`config.mk`:
```
export PLATFORM = sky130hd
export DESIGN_NAME = framed_coordinate_packet_parser_top
export DESIGN_NICKNAME = d
export VERILOG_FILES = /design/src/hw/rtl/fcp_pkg.sv /design/src/hw/rtl/fcp_frame.sv /design/src/hw/rtl/fcp_coord.sv /design/src/hw/rtl/framed_coordinate_packet_parser_top.sv
export SDC_FILE = /design/constraint.sdc
export NUM_CORES = 1
export LEC_CHECK = 0
export ABC_AREA = 1
export BUFFER_PORTS_ARGS = -buffer_cell sky130_fd_sc_hd__buf_2
export CELL_PAD_IN_SITES_DETAIL_PLACEMENT = 0
export CELL_PAD_IN_SITES_GLOBAL_PLACEMENT = 1
export CORE_MARGIN = 8
export CORE_UTILIZATION = 25
export CTS_BUF_LIST = sky130_fd_sc_hd__clkbuf_8
export CTS_CLUSTER_SIZE = 8
export DETAILED_ROUTE_END_ITERATION = 6
export PLACE_DENSITY_LB_ADDON = 0.1
export RECOVER_POWER = 25
export SETUP_SLACK_MARGIN = 0.15
export SYNTH_ARGS = -nofsm -noshare
export SYNTH_HDL_FRONTEND = slang
export SYNTH_HIERARCHICAL = 1
export SYNTH_SLANG_ARGS = --single-unit
export TNS_END_PERCENT = 1
```
`constraint.sdc`:
```
create_clock -name aclk -period 22.5 [get_ports aclk]
set_input_delay 5.625 -clock aclk [delete_from_list [all_inputs] [get_ports aclk]]
set_output_delay 5.625 -clock aclk [all_outputs]
set_load 0.1 [all_outputs]
```
`src/hw/rtl/fcp_pkg.sv`:
```
// Shared types, constants and the digit decoder for the framed coordinate packet parser.
// Used by fcp_frame, fcp_coord and framed_coordinate_packet_parser_top; depends on nothing.
package fcp_pkg;

    // Default payload length between the opening and the closing marks.
    localparam int PAYLOAD_LEN_DEF = 12;

    // Framing and character codes.
    localparam logic [7:0] MARK_BYTE  = 8'h40;  // '@'
    localparam logic [7:0] ASCII_ZERO = 8'h30;  // '0'
    localparam logic [7:0] KIND_RED   = 8'h52;  // 'R'
    localparam logic [7:0] KIND_GREEN = 8'h47;  // 'G'
    localparam logic [7:0] KIND_BLUE  = 8'h42;  // 'B'
    localparam logic [7:0] KIND_COLOR = 8'h43;  // 'C'

    // Fixed payload positions.
    localparam int POS_KIND  = 0;
    localparam int POS_X     = 1;
    localparam int POS_Y     = 4;
    localparam int POS_COLOR = 7;

    // Width of the color selection register.
    localparam int TCOLOR_W = 4;

    // Framing phases; the unused code is handled as idle.
    typedef enum logic [1:0] {
        PH_IDLE    = 2'd0,
        PH_PAYLOAD = 2'd1,
        PH_ARMED   = 2'd2
    } phase_t;

    // Frame state as it stands after the current byte, plus per-byte status.
    typedef struct packed {
        logic [7:0]  kind;
        logic [7:0]  color;
        logic [15:0] x;
        logic [15:0] y;
        logic        committed;
        logic        error;
    } frame_info_t;

    // Three ASCII digits weighted 100/10/1, wrapping at 16 bits.
    function automatic logic [15:0] decode3(input logic [7:0] d0,
                                            input logic [7:0] d1,
                                            input logic [7:0] d2);
        logic [15:0] a;
        logic [15:0] b;
        logic [15:0] c;
        a = {8'h00, d0} - {8'h00, ASCII_ZERO};
        b = {8'h00, d1} - {8'h00, ASCII_ZERO};
        c = {8'h00, d2} - {8'h00, ASCII_ZERO};
        return (a * 16'd100) + (b * 16'd10) + c;
    endfunction

endpackage

```
`src/hw/rtl/fcp_frame.sv`:
```
// Framing state machine, payload store and field decode of the packet parser.
// Depends on fcp_pkg.
module fcp_frame #(
    parameter int PAYLOAD_LEN = fcp_pkg::PAYLOAD_LEN_DEF
) (
    input  logic                aclk,
    input  logic                aresetn,
    input  logic                step_en,
    input  logic [7:0]          rx_byte,
    output fcp_pkg::frame_info_t info
);
    import fcp_pkg::*;

    localparam int CNT_W = $clog2(PAYLOAD_LEN + 1);
    localparam int IDX_W = $clog2(PAYLOAD_LEN);

    phase_t             phase_reg, phase_next;
    logic [CNT_W-1:0]   count_reg, count_next;
    logic [7:0]         kind_reg, kind_next;
    logic [7:0]         color_reg, color_next;
    logic [15:0]        x_reg, x_next;
    logic [15:0]        y_reg, y_next;
    logic [7:0]         store [PAYLOAD_LEN];
    logic               store_we;
    logic               is_mark;
    logic               full;
    logic               committed;
    logic               error;

    assign is_mark = (rx_byte == MARK_BYTE);
    assign full    = (count_reg == CNT_W'(PAYLOAD_LEN));

    // Next phase, payload count and latched frame fields for the current byte.
    always_comb begin
        phase_next = phase_reg;
        count_next = count_reg;
        kind_next  = kind_reg;
        color_next = color_reg;
        x_next     = x_reg;
        y_next     = y_reg;
        store_we   = 1'b0;
        committed  = 1'b0;
        error      = 1'b0;
        case (phase_reg)
            PH_PAYLOAD: begin
                if (full) begin
                    if (is_mark) begin
                        phase_next = PH_ARMED;
                    end else begin
                        // Overrun: drop the frame and report it.
                        phase_next = PH_IDLE;
                        count_next = '0;
                        error      = 1'b1;
                    end
                end else begin
                    store_we   = 1'b1;
                    count_next = count_reg + 1'b1;
                end
            end
            PH_ARMED: begin
                if (is_mark) begin
                    kind_next  = store[POS_KIND];
                    color_next = store[POS_COLOR];
                    x_next     = decode3(store[POS_X], store[POS_X + 1], store[POS_X + 2]);
                    y_next     = decode3(store[POS_Y], store[POS_Y + 1], store[POS_Y + 2]);
                    phase_next = PH_IDLE;
                    count_next = '0;
                    committed  = 1'b1;
                end
            end
            default: begin
                if (is_mark) begin
                    phase_next = PH_PAYLOAD;
                    count_next = '0;
                end
            end
        endcase
    end

    // Control and latched field registers.
    always_ff @(posedge aclk) begin
        if (!aresetn) begin
            phase_reg <= PH_IDLE;
            count_reg <= '0;
            kind_reg  <= '0;
            color_reg <= '0;
            x_reg     <= '0;
            y_reg     <= '0;
        end else if (step_en) begin
            phase_reg <= phase_next;
            count_reg <= count_next;
            kind_reg  <= kind_next;
            color_reg <= color_next;
            x_reg     <= x_next;
            y_reg     <= y_next;
        end
    end

    // Payload store, one byte written per payload transfer while the payload is not full.
    always_ff @(posedge aclk) begin
        if (step_en && store_we) begin
            store[count_reg[IDX_W-1:0]] <= rx_byte;
        end
    end

    assign info.kind      = kind_next;
    assign info.color     = color_next;
    assign info.x         = x_next;
    assign info.y         = y_next;
    assign info.committed = committed;
    assign info.error     = error;

endmodule

```
`src/hw/rtl/fcp_coord.sv`:
```
// Coordinate selection registers and the result register of the packet parser.
// Depends on fcp_pkg.
module fcp_coord (
    input  logic                          aclk,
    input  logic                          aresetn,
    input  logic                          step_en,
    input  fcp_pkg::frame_info_t          info,
    input  logic [fcp_pkg::TCOLOR_W-1:0]  target_color,
    input  logic                          m_tready,
    output logic                          m_tvalid,
    output logic [15:0]                   blob_x,
    output logic [15:0]                   blob_y,
    output logic [15:0]                   target_x,
    output logic [15:0]                   target_y,
    output logic                          frame_committed,
    output logic                          frame_error
);
    import fcp_pkg::*;

    logic [31:0] blob_reg, blob_next;
    logic [31:0] target_reg, target_next;
    logic        valid_reg;
    logic [31:0] pair;
    logic        is_blob;
    logic        is_target;
    logic        color_ok;

    // Copy the latched pair according to the packet kind and the color filter.
    always_comb begin
        pair      = {info.y, info.x};
        is_blob   = (info.kind == KIND_RED) || (info.kind == KIND_GREEN) ||
                    (info.kind == KIND_BLUE);
        color_ok  = (target_color == '0) ||
                    (info.color == ({{(8 - TCOLOR_W){1'b0}}, target_color} + ASCII_ZERO));
        is_target = (info.kind == KIND_COLOR) && color_ok;
        blob_next   = is_blob   ? pair : blob_reg;
        target_next = is_target ? pair : target_reg;
    end

    // Coordinate state and result valid.
    always_ff @(posedge aclk) begin
        if (!aresetn) begin
            blob_reg   <= '0;
            target_reg <= '0;
            valid_reg  <= 1'b0;
        end else begin
            if (step_en) begin
                blob_reg   <= blob_next;
                target_reg <= target_next;
                valid_reg  <= 1'b1;
            end else if (m_tready) begin
                valid_reg  <= 1'b0;
            end
        end
    end

    // Result payload register.
    always_ff @(posedge aclk) begin
        if (step_en) begin
            blob_x          <= blob_next[15:0];
            blob_y          <= blob_next[31:16];
            target_x        <= target_next[15:0];
            target_y        <= target_next[31:16];
            frame_committed <= info.committed;
            frame_error     <= info.error;
        end
    end

    assign m_tvalid = valid_reg;

endmodule

```
`src/hw/rtl/framed_coordinate_packet_parser_top.sv`:
```
// Top level of the framed coordinate packet parser: input register, handshake control,
// color selection register and assertions. Depends on fcp_pkg, fcp_frame and fcp_coord.
//
// Usage:
// The s_ channel takes one received serial byte per transfer in s_tdata. Frames have
// the form '@', PAYLOAD_LEN payload bytes, '@', '@'. Every input byte yields exactly
// one transfer on the m_ channel carrying the current blob and target coordinates,
// with m_tlast high when that byte committed a frame and m_tuser high when it overran
// the payload and aborted the frame.
// cfg_we writes cfg_wdata into the color selection register (0 accepts any color);
// write it only while no bytes are in flight.
// An accepted input transfer loads the byte into the input register, and the byte
// then moves through the framing and decode into the result register. Throughput
// is one byte per cycle while the receiver does not stall, since the framing and
// decode path between those two registers is combinational.
// When the receiver stalls, the result register holds and one more byte waits in
// the input register; s_tready drops only when both are full.
// Reset (aresetn low, synchronous) empties both registers, returns the framer to idle
// and clears the coordinates, the latched frame fields and the color selection.
module framed_coordinate_packet_parser_top #(
    parameter int PAYLOAD_LEN = fcp_pkg::PAYLOAD_LEN_DEF
) (
    input  logic                          aclk,
    input  logic                          aresetn,
    // Input stream
    input  logic                          s_tvalid,
    output logic                          s_tready,
    input  logic [7:0]                    s_tdata,   // [7:0] rx_byte
    // Result stream
    output logic                          m_tvalid,
    input  logic                          m_tready,
    output logic [63:0]                   m_tdata,   // [15:0] blob_x, [31:16] blob_y,
                                                     // [47:32] target_x, [63:48] target_y
    output logic                          m_tlast,   // frame_committed
    output logic                          m_tuser,   // [0] frame_error
    // Configuration
    input  logic                          cfg_we,
    input  logic [fcp_pkg::TCOLOR_W-1:0]  cfg_wdata  // target_color
);
    import fcp_pkg::*;

    logic                in_valid_reg, in_valid_next;
    logic [7:0]          in_byte_reg;
    logic [TCOLOR_W-1:0] tcolor_reg;
    logic                step_en;
    logic                in_xfer;
    frame_info_t         info;
    logic [15:0]         blob_x, blob_y, target_x, target_y;
    logic                frame_committed, frame_error;

    // Handshake: a byte moves on when the result register is free or draining.
    assign step_en  = in_valid_reg && (!m_tvalid || m_tready);
    assign s_tready = !in_valid_reg || step_en;
    assign in_xfer  = s_tvalid && s_tready;

    always_comb begin
        in_valid_next = in_valid_reg;
        if (in_xfer) begin
            in_valid_next = 1'b1;
        end else if (step_en) begin
            in_valid_next = 1'b0;
        end
    end

    // Input register.
    always_ff @(posedge aclk) begin
        if (!aresetn) begin
            in_valid_reg <= 1'b0;
        end else begin
            in_valid_reg <= in_valid_next;
        end
    end

    always_ff @(posedge aclk) begin
        if (in_xfer) begin
            in_byte_reg <= s_tdata;
        end
    end

    // Color selection register.
    always_ff @(posedge aclk) begin
        if (!aresetn) begin
            tcolor_reg <= '0;
        end else if (cfg_we) begin
            tcolor_reg <= cfg_wdata;
        end
    end

    fcp_frame #(
        .PAYLOAD_LEN (PAYLOAD_LEN)
    ) u_frame (
        .aclk    (aclk),
        .aresetn (aresetn),
        .step_en (step_en),
        .rx_byte (in_byte_reg),
        .info    (info)
    );

    fcp_coord u_coord (
        .aclk            (aclk),
        .aresetn         (aresetn),
        .step_en         (step_en),
        .info            (info),
        .target_color    (tcolor_reg),
        .m_tready        (m_tready),
        .m_tvalid        (m_tvalid),
        .blob_x          (blob_x),
        .blob_y          (blob_y),
        .target_x        (target_x),
        .target_y        (target_y),
        .frame_committed (frame_committed),
        .frame_error     (frame_error)
    );

    assign m_tdata = {target_y, target_x, blob_y, blob_x};
    assign m_tlast = frame_committed;
    assign m_tuser = frame_error;

    // A byte never both commits and aborts a frame.
    a_commit_error_excl: assert property (@(posedge aclk) disable iff (!aresetn)
        m_tvalid |-> !(m_tlast && m_tuser))
        else $error("result marks both commit and overrun");

    // Backpressure on the input only with a byte waiting and the result stalled.
    a_stall_cause: assert property (@(posedge aclk) disable iff (!aresetn)
        !s_tready |-> (in_valid_reg && m_tvalid && !m_tready))
        else $error("input stalled without a full pipeline");

    // A byte moved out of the input register always shows up as a result.
    a_step_result: assert property (@(posedge aclk) disable iff (!aresetn)
        step_en |=> m_tvalid)
        else $error("processed byte produced no result");

endmodule
```
Yosys cells after proc, flatten, opt, wreduce, memory -nomap -nowiden --
Memories as Yosys holds them, arrays and structs flattened. Cells that the tools add are included.
Storage, ports and cells: flip-flop bits (word level) 198, bits in writable memories 96, bits of input ports 17, output and inout port bits 68, memories kept 1
Memory list:
- u_frame.store | words 12, width 8, rd ports 8, clocked after memory_dff 0, write ports 1, line fcp_frame.sv:23 | logic [7:0] store [PAYLOAD_LEN];
Operators by class: add/subtract/negate cells 12, multipliers 4, eq/ne operators 12, mux-type cells 29, reduce and logical (&&, ||, !) cells 18
Operators by type and width (number):
- adder 16 bit | 4
- two-way mux 16 bit | 4
- two-way mux 32 bit | 2
- subtractor 8 x 6 -> 9 bit, second input constant | 6
- == test 8 x 7 -> 1 bit, second input constant | 5
- multiplier 16 x 3 -> 15 bit, second input constant | 2
- multiplier 16 x 5 -> 14 bit, second input constant | 2
- two-way mux 8 bit | 4
- two-way mux 4 bit | 4
- two-way mux 1 bit | 10
- == test 8 bit | 1
- two-way mux 2 bit | 4
- adder 4 x 6 -> 7 bit, second input constant | 1
- nonzero test 2 bit | 3
- logical OR 1 bit | 5
- adder 4 x 1 -> 4 bit, second input constant | 1
- == test 4 bit, second input constant | 1
- logical AND 1 bit | 4
- logical NOT 4 bit | 1
- != test 2 x 1 -> 1 bit, second input constant | 2
- one-hot mux 2 bit (2 select lines) | 1
- AND reduction 4 bit | 1
- != test 3 bit, second input constant | 1
- AND reduction 3 bit | 1
- 4 further kinds | 5

Longest topological paths before layout --
Gate-level depths: netlist of run 1. An unclocked memory read counts as a cell.
depth after elaboration 8, gate-level depth with buffers 31, mapped depth without buffers 31

Modules after synthesis --
The synthesis of run 1 kept the hierarchy.
By module, submodules not included:
- fcp_frame | instances 1, cells an instance 1206, area each 9750.6 sq um
- fcp_coord | instances 1, cells an instance 696, area each 5625.4 sq um
- framed_coordinate_packet_parser_top | instances 1, cells an instance 34, area each 439.2 sq um

Least setup slack after synthesis of run 1 --
Ideal clock, no wire load.
kind input to register, start in m_tready, end mem u_frame.store[1][0], enable pin, setup time 0.383 ns, arrival 11.969 ns, required time 22.117 ns, setup slack 10.147 ns, cell stages on the path 5, buffers on the path 1, cells stage by stage inv_1 a21boi_0 clkbuf_1 nand2_1 nor3_1
Between the ends: word-level cells in the longest chain between the ends 5
Ends and longest elaborated chain:
- from (decl) | line framed_coordinate_packet_parser_top.sv:31 | input logic m_tready,
- logical OR 1 bit | line framed_coordinate_packet_parser_top.sv:52 | assign step_en = in_valid_reg && (!m_tvalid || m_tready);
- logical AND 1 bit | line framed_coordinate_packet_parser_top.sv:52
- named net step_en | line framed_coordinate_packet_parser_top.sv:45 | logic step_en;
- logical AND 1 bit | line fcp_frame.sv:101 | if (step_en && store_we) begin
- two-way mux 1 bit | line fcp_frame.sv:101
- two-way mux 1 bit (not written as such) | line fcp_frame.sv:102 | store[count_reg[IDX_W-1:0]] <= rx_byte;
- to (decl) | line fcp_frame.sv:23
The timed path passes the listed nets, and every way through them passes these cells.

Worst setup path after layout of run 1 --
start in m_tready, end out s_tready
Between the ends: word-level cells in the longest chain between the ends 3
Ends and longest elaborated chain:
- logical OR 1 bit | line framed_coordinate_packet_parser_top.sv:52
- logical AND 1 bit | line framed_coordinate_packet_parser_top.sv:52
- logical OR 1 bit | line framed_coordinate_packet_parser_top.sv:53 | assign s_tready = !in_valid_reg || step_en;
- to (decl) | line framed_coordinate_packet_parser_top.sv:27 | output logic s_tready,
Every way passes these cells.

==> results of run 1 <==
-- worst paths after layout --
| check | startpoint | end | depth (start not counted) |
|---|---|---|---|
| max reg2reg | in_byte_reg[6] | u_coord/blob_reg[30] | 18 |
| min reg2reg | u_frame/count_reg[3] | u_frame/count_reg[3] | 2 |
| min | u_frame/count_reg[3] | u_frame/count_reg[3] | 2 |
| max | m_tready | s_tready | 4 |
-- logic make-up after synthesis --
| logic type | count (synthesis) | synth area share [%] |
|---|---|---|
| AOI/OAI and AO/OA | 260 | 8.623 |
| and+or+nand+nor | 758 | 19.94 |
| adders and majority gates | 168 | 15.47 |
| xor gates and xnor gates | 63 | 3.489 |
| buffers and inverters | 425 | 10.57 |
| DFF | 262 | 41.90 |
-- worst register-to-register path, delay by kind of cell, from the launching register on --
family	cells	cell delay, ns
compound gates	2	0.63
buf+inv	7	4.81
flops	1	0.33
simple gates	9	3.52
-- final cells by class --
class | instances | area (um^2) | area share, %
clock buffers | 57 | 784.5 | 4.333
clock inverters | 37 | 247.7 | 1.368
inverters | 360 | 1353 | 7.471
multi-input cells | 1249 | 7521 | 41.54
flip-flops and latches | 262 | 6626 | 36.60
well taps | 846 | 1059 | 5.847
repair buffers | 99 | 514.2 | 2.840
-- cells in the final DEF, fill, tap and decap left out, types with 2 or more instances in the layout --
master,Yosys,routed
a21oi_1,91,91
buf_2,15,84
clkbuf_8,0,57
nor4_1,4,4
nand2_1,360,362
nor2_1,201,200
clkbuf_1,32,5
fa_1,46,46
inv_2,2,2
nand3b_1,2,2
a31oi_1,6,6
xnor2_1,25,25
edfxtp_1,138,138
or2_2,8,8
a21o_1,3,3
clkinv_1,0,13
ha_1,122,122
xor2_1,38,38
o21ai_1,46,46
o21bai_1,8,8
a211oi_1,2,2
clkinv_2,1,9
o21ai_0,98,98
inv_6,0,2
nand3_1,147,147
nor3_1,22,22
inv_1,357,365
buf_4,9,10
nand4_1,6,6
dfxtp_1,124,124
bufinv_16,0,3
-- power breakdown --
group	leakage [nW]	total (mW)	switching [mW]	internal, mW
Combinational	5.96	0.126	0.0993	0.0263
Clock	0.571	0.488	0.220	0.268
Sequential	2.30	0.538	0.0115	0.527
-- per-stage QoR --
step	worst slack [ns]	cell area, um^2	hold slack [ns]	total power, mW	util [%]
2_1_floorplan	10.15	15820	0.4540	0.6454	-
3_3_place_gp	10.56	17100	0.4729	0.6751	27.21
3_5_place_dp	10.56	17100	0.4897	0.6771	27.21
4_1_cts	10.56	18140	0.4987	1.180	28.86
5_1_grt	10.53	18100	0.5207	1.212	28.81
6_report	10.57	18100	0.4885	1.152	28.81
-- routing by layer --
layer	part of all wire, %	GRT usage (%)	up-vias
met3	3.1	1.992	60
met1	48	16.48	5732
met4	1.8	3.100	0
met5	0	0	-
li1	-	-	6351
met2	47	21.64	140
==> reports/metrics.cfg, run 1 <==
[yosys]
synthFlopType=edfxtp_1
syn_area_um2=15820
synth_cells=1936
syn_area_per_cell_um2=8.169
synthesis.nets=2121
post-synth-top-count-cell=nand2_1
synth_seq_area_share_pct=41.90
synthArstFlopShare_pct=0
synth_top_area_cell=edfxtp_1
ys_seq_elements=262
yosysTopAreaCellShare_pct=26.20
synth_cell_types=43
yosys_warnings=6
synth.area.top_cells=edfxtp_1 (26%), dfxtp_1 (16%), ha_1 (9.7%)
synth-edff-count=138
ys_top_cells_by_count=nand2_1 (360), inv_1 (357), nor2_1 (201), nand3_1 (147), edfxtp_1 (138)

[detailed_routing]
wl_per_cell_um=15.47
drt_iter0_markers=599
dr.pass1.iters=5
wirelength_um=45020
drc=0
viasPerCell=4.221
postRouteAntennaNets=0
dr_total_vias=12280

[clock_tree]
post-cts-setup-buffers=0
clock_latency_ns=0.63
cts.sinks=262
post_cts_resized=0
root_buffer=clkbuf_8
hold_buffers=0
htree_levels=2
cts_buffers=51
cts_tree=yes
clock_path_buffers=3
cts.clk_slew.worst_paths_ns=0.06

[timing]
period_share_pct=53.02
tns_ns=0
rsz0062_at_grt=false
setup_viol=0
tightest_slew_ns=2.175
final-max-slew-violation-count=179
period_needed_ns=11.93
hold_viol=0
fin_skew_ns=0.02609
slew_headroom_pct=-44.99
fmax_ghz=0.08383

[worst_setup_path]
cp-start-kind=input port
path_buf_inv=3
worstPathArrival_ns=6.30
worstPathRequired_ns=16.88
path_max_fanout=3
path_delay_family=buffers and inverters
crit_chain=buf_2 -> inv_1 -> nand3_2 -> buf_2
crit_slowest_cell=buf_2
reg2reg_slack_ns=13.14
critPathKind=in2out
max_stage_delay_ns=0.43
cp_common_cell=buf_2
end_kind=output port

[die]
die_x_um=267.5
rows=92
dieHeight_um=267.5
initial_core_util_pct=25.16
ioPinCount=85
die_area_um2=71560
placeableCoreArea_um2=62850

[status]
status=finished, violations left
violations=max-capacitance violations, max-slew violations

[cells_and_area]
finalNonFillerCells=2910
fill_cells=6833
drive_above_1_share_pct=9.012
largest_reg_flops=64
fin_nets=2208
syn2layout_area_growth_pct=14.48
diodes=0

[power_and_ir_drop]
p_per_area_nw_per_um2=63.61
ir_drop_mv=0.05437
p_leak_nw=8.832

[global_routing]
grt_pass1_vias=12520
overflow=0
globalRouteTotalUtil_pct=12.62
grt_pass1_wl_um=71090
grt_max_degree=78
antenna_found_initial=1

[run]
drv_cap=5

[min_path]
min_path_type=reg2reg

[place]
placed_cells=2816
finalWeightedCongestion=0.7815
hpwl_um=31840
port_buffers=84

No activity file was read; power rests on OpenSTA's default activity.
==> run 2, diff against run 1 <==
Settings changed: ABC_AREA 1 to 0.
Clock period 22.5 ns to 10.25 ns, I/O delays scaled along.
==> run 2 against run 1 <==
Net effect:
- the flow still finishes with violations (max-capacitance violations, max-slew violations)
- flip-flop and latch count unchanged
- setup slack worse by 7.4 ns
- die area down 3.6%
- largest power group unchanged
- critical endpoint is now u_coord/target_reg[4]
- global-route usage shrank 0.87 points
- synthesized cell count fell by 24%
- wire length is 11% lower
- area after synthesis fell by 3.9%
- combinational power increased by 19%
==> reports/metrics.cfg, run 2 <==
[worst_setup_path]
reg2reg_slack_ns=4.50  ; -8.64 ns
cp-start-kind=input port
end_kind=flip-flop
critPathKind=in2reg
path_max_fanout=53  ; +50
worstPathRequired_ns=10.76  ; -6.12 ns
worstPathArrival_ns=7.62  ; +1.32 ns
r2r_cells=18  ; unchanged

[die]
die_area_um2=68970  ; -3.6%
rows=90  ; -2.2%
placeableCoreArea_um2=60250  ; -4.1%
dieHeight_um=262.6  ; -1.8%
ioPinCount=85  ; unchanged
die_x_um=262.6  ; -1.8%
initial_core_util_pct=25.24  ; +0.077 points

[yosys]
synthAdderAreaFrac_pct=16.09  ; +0.62 points
synth_cells=1462  ; -24%
yosysTopAreaCellShare_pct=27.25  ; +1.0 points
synth_top_family_by_area=adder cells
synthFlopType=edfxtp_1
yosys_warnings=6  ; unchanged
ys_top_cells_by_count=nand2_1 (264), edfxtp_1 (138), inv_1 (137), dfxtp_1 (124), ha_1 (122)
synthArstFlopShare_pct=0  ; unchanged
synthesis.nets=1647  ; -22%
synth_simple_gate_area_share_pct=12.31  ; -7.6 points
synth_cell_types=71  ; +65%
synth_top_area_cell=edfxtp_1
ys_seq_elements=262  ; unchanged
post-synth-top-count-cell=nand2_1
synth-compound-area-share_pct=10.28  ; +1.7 points
syn_area_per_cell_um2=10.40  ; +27%
synth_seq_area_share_pct=43.58  ; +1.7 points
synth_mux_area_share_pct=7.850  ; +7.8 points
syn_area_um2=15210  ; -3.9%
synth.area.top_cells=edfxtp_1 (27%), dfxtp_1 (16%), ha_1 (10%)
synthXorXnorAreaFrac_pct=4.641  ; +1.2 points
synth-edff-count=138  ; unchanged

[timing]
rsz0062_at_grt=false
final-max-slew-violation-count=201  ; +12%
tightest_slew_ns=3.105  ; +0.9301 ns
period_needed_ns=7.103
setup_viol=0  ; unchanged
fmax_ghz=0.1408
fin_skew_ns=0.01792  ; -0.008169 ns
period_share_pct=69.30
slew_headroom_pct=-107.0  ; -62 points
tns_ns=0  ; unchanged
hold_viol=0  ; unchanged

[detailed_routing]
wl_per_cell_um=16.96  ; +9.6%
drt_iter0_markers=335  ; -44%
viasPerCell=4.372  ; +3.6%
drc=0  ; unchanged
postRouteAntennaNets=0  ; unchanged
wirelength_um=40260  ; -11%
dr_total_vias=10380  ; -16%
dr.pass1.iters=5  ; unchanged

[clock_tree]
htree_levels=2  ; unchanged
cts_tree=yes
cts.sinks=262  ; unchanged
post-cts-setup-buffers=0  ; unchanged
cts_buffers=49  ; -3.9%
root_buffer=clkbuf_8
cts.clk_slew.worst_paths_ns=0.06  ; about the same
post_cts_resized=0  ; unchanged
clock_latency_ns=0.60  ; -0.03 ns
hold_buffers=0  ; unchanged
clock_path_buffers=3  ; unchanged

[cells_and_area]
syn2layout_area_growth_pct=14.04
drive_above_1_share_pct=14.51  ; +5.5 points
finalInstanceArea_um2=17340  ; -4.2%
layout_common_cells=nand2_1 (263), inv_1 (153), edfxtp_1 (138)
diodes=0  ; unchanged
fin_nets=1738  ; -21%
largest_reg_flops=64  ; unchanged
layout_commonest_cell=nand2_1

[min_path]
min_path_type=reg2reg
whs_path_depth=2  ; unchanged

[global_routing]
grt_max_degree=85  ; +9.0%
grt_pass1_vias=11070  ; -12%
grt_pass1_wl_um=64340  ; -9.5%
overflow=0  ; unchanged
antenna_found_initial=0  ; -1
globalRouteTotalUtil_pct=11.75  ; -0.87 points

[place]
finalWeightedCongestion=0.7292  ; -6.7%
hpwl_um=28170  ; -12%
port_buffers=84  ; unchanged
dpl-instance-area_um2=16450  ; -3.8%

[power_and_ir_drop]
ir_drop_mv=0.08405  ; +55%
power.total_mw=2.254  ; +96%
p_leak_nw=7.036  ; -20%
p_per_area_nw_per_um2=130.0  ; +100%

[status]
status=finished, violations left
violations=max-capacitance violations, max-slew violations

[run]
drv_cap=5  ; unchanged

==> run 2: area by class of cell <==
cell class | count | area (um^2)
Clock buffer | 57 | 784.5
Fill cell | 6334 | 42900
Timing Repair Buffer | 96 | 493.0
Clock inverter | 33 | 142.6
Tap cell | 782 | 978.4
Inverter | 138 | 518.0
Sequential cell | 262 | 6626
Multi-Input combinational cell | 1006 | 7797
==> run 2: critical path: stages <==
cell and delay [ns]:
clkbuf_1 0.10, inv_1 0.08, a21boi_4 0.11, clkbuf_1 1.22, clkbuf_1 1.86, inv_1 0.37, o32ai_4 0.36, buf_4 0.56
mux2i_1 0.27
==> run 2: through the flow <==
step	util [%]	cells	hold WS (ns)	setup WS, ns
after CTS	28.84	2374	0.4563	4.469
after detailed placement	27.30	2284	0.4475	4.470
after global routing	28.78	2374	0.4727	2.537
after floorplan	-	1462	0.4306	0.9040
after global placement	27.30	2284	0.4386	4.480
final	28.78	2374	0.4539	3.147
==> run 2: cell families (layout without fill, tap and decap cells) <==
family	Yosys count	count (layout)
AO/OA/AOI/OAI	229	229
XOR/XNOR	78	78
adder cells (fa/ha/maj)	168	168
buffers and inverters	194	324
flip-flops	262	262
multiplexers	111	111
AND/OR/NAND/NOR	420	420
==> run 2: metal layers <==
layer  part of all wire [%]  global-route usage [%]  routed length [um]
met3                    2.6                   1.946                1061
met4                    2.2                   3.262                 878
met1                     46                   14.57               18600
met5                      0                       0                   0
met2                     49                   20.84               19720
==> run 2: path summary, 6_finish.rpt <==
kind / from / end
worst max-delay path: m_tready / u_coord/target_reg[4]
worst min-delay path: u_coord/target_reg[7] / u_coord/target_reg[7]
worst max register to register: u_frame/store[2][4] / u_coord/blob_x[15]
worst min register to register: u_coord/target_reg[7] / u_coord/target_reg[7]
==> run 2: power by group <==
part / total (mW) / switching, mW / internal (mW)
combinational: 0.150 / 0.123 / 0.0273
clock: 0.961 / 0.455 / 0.506
sequential: 1.14 / 0.0180 / 1.12
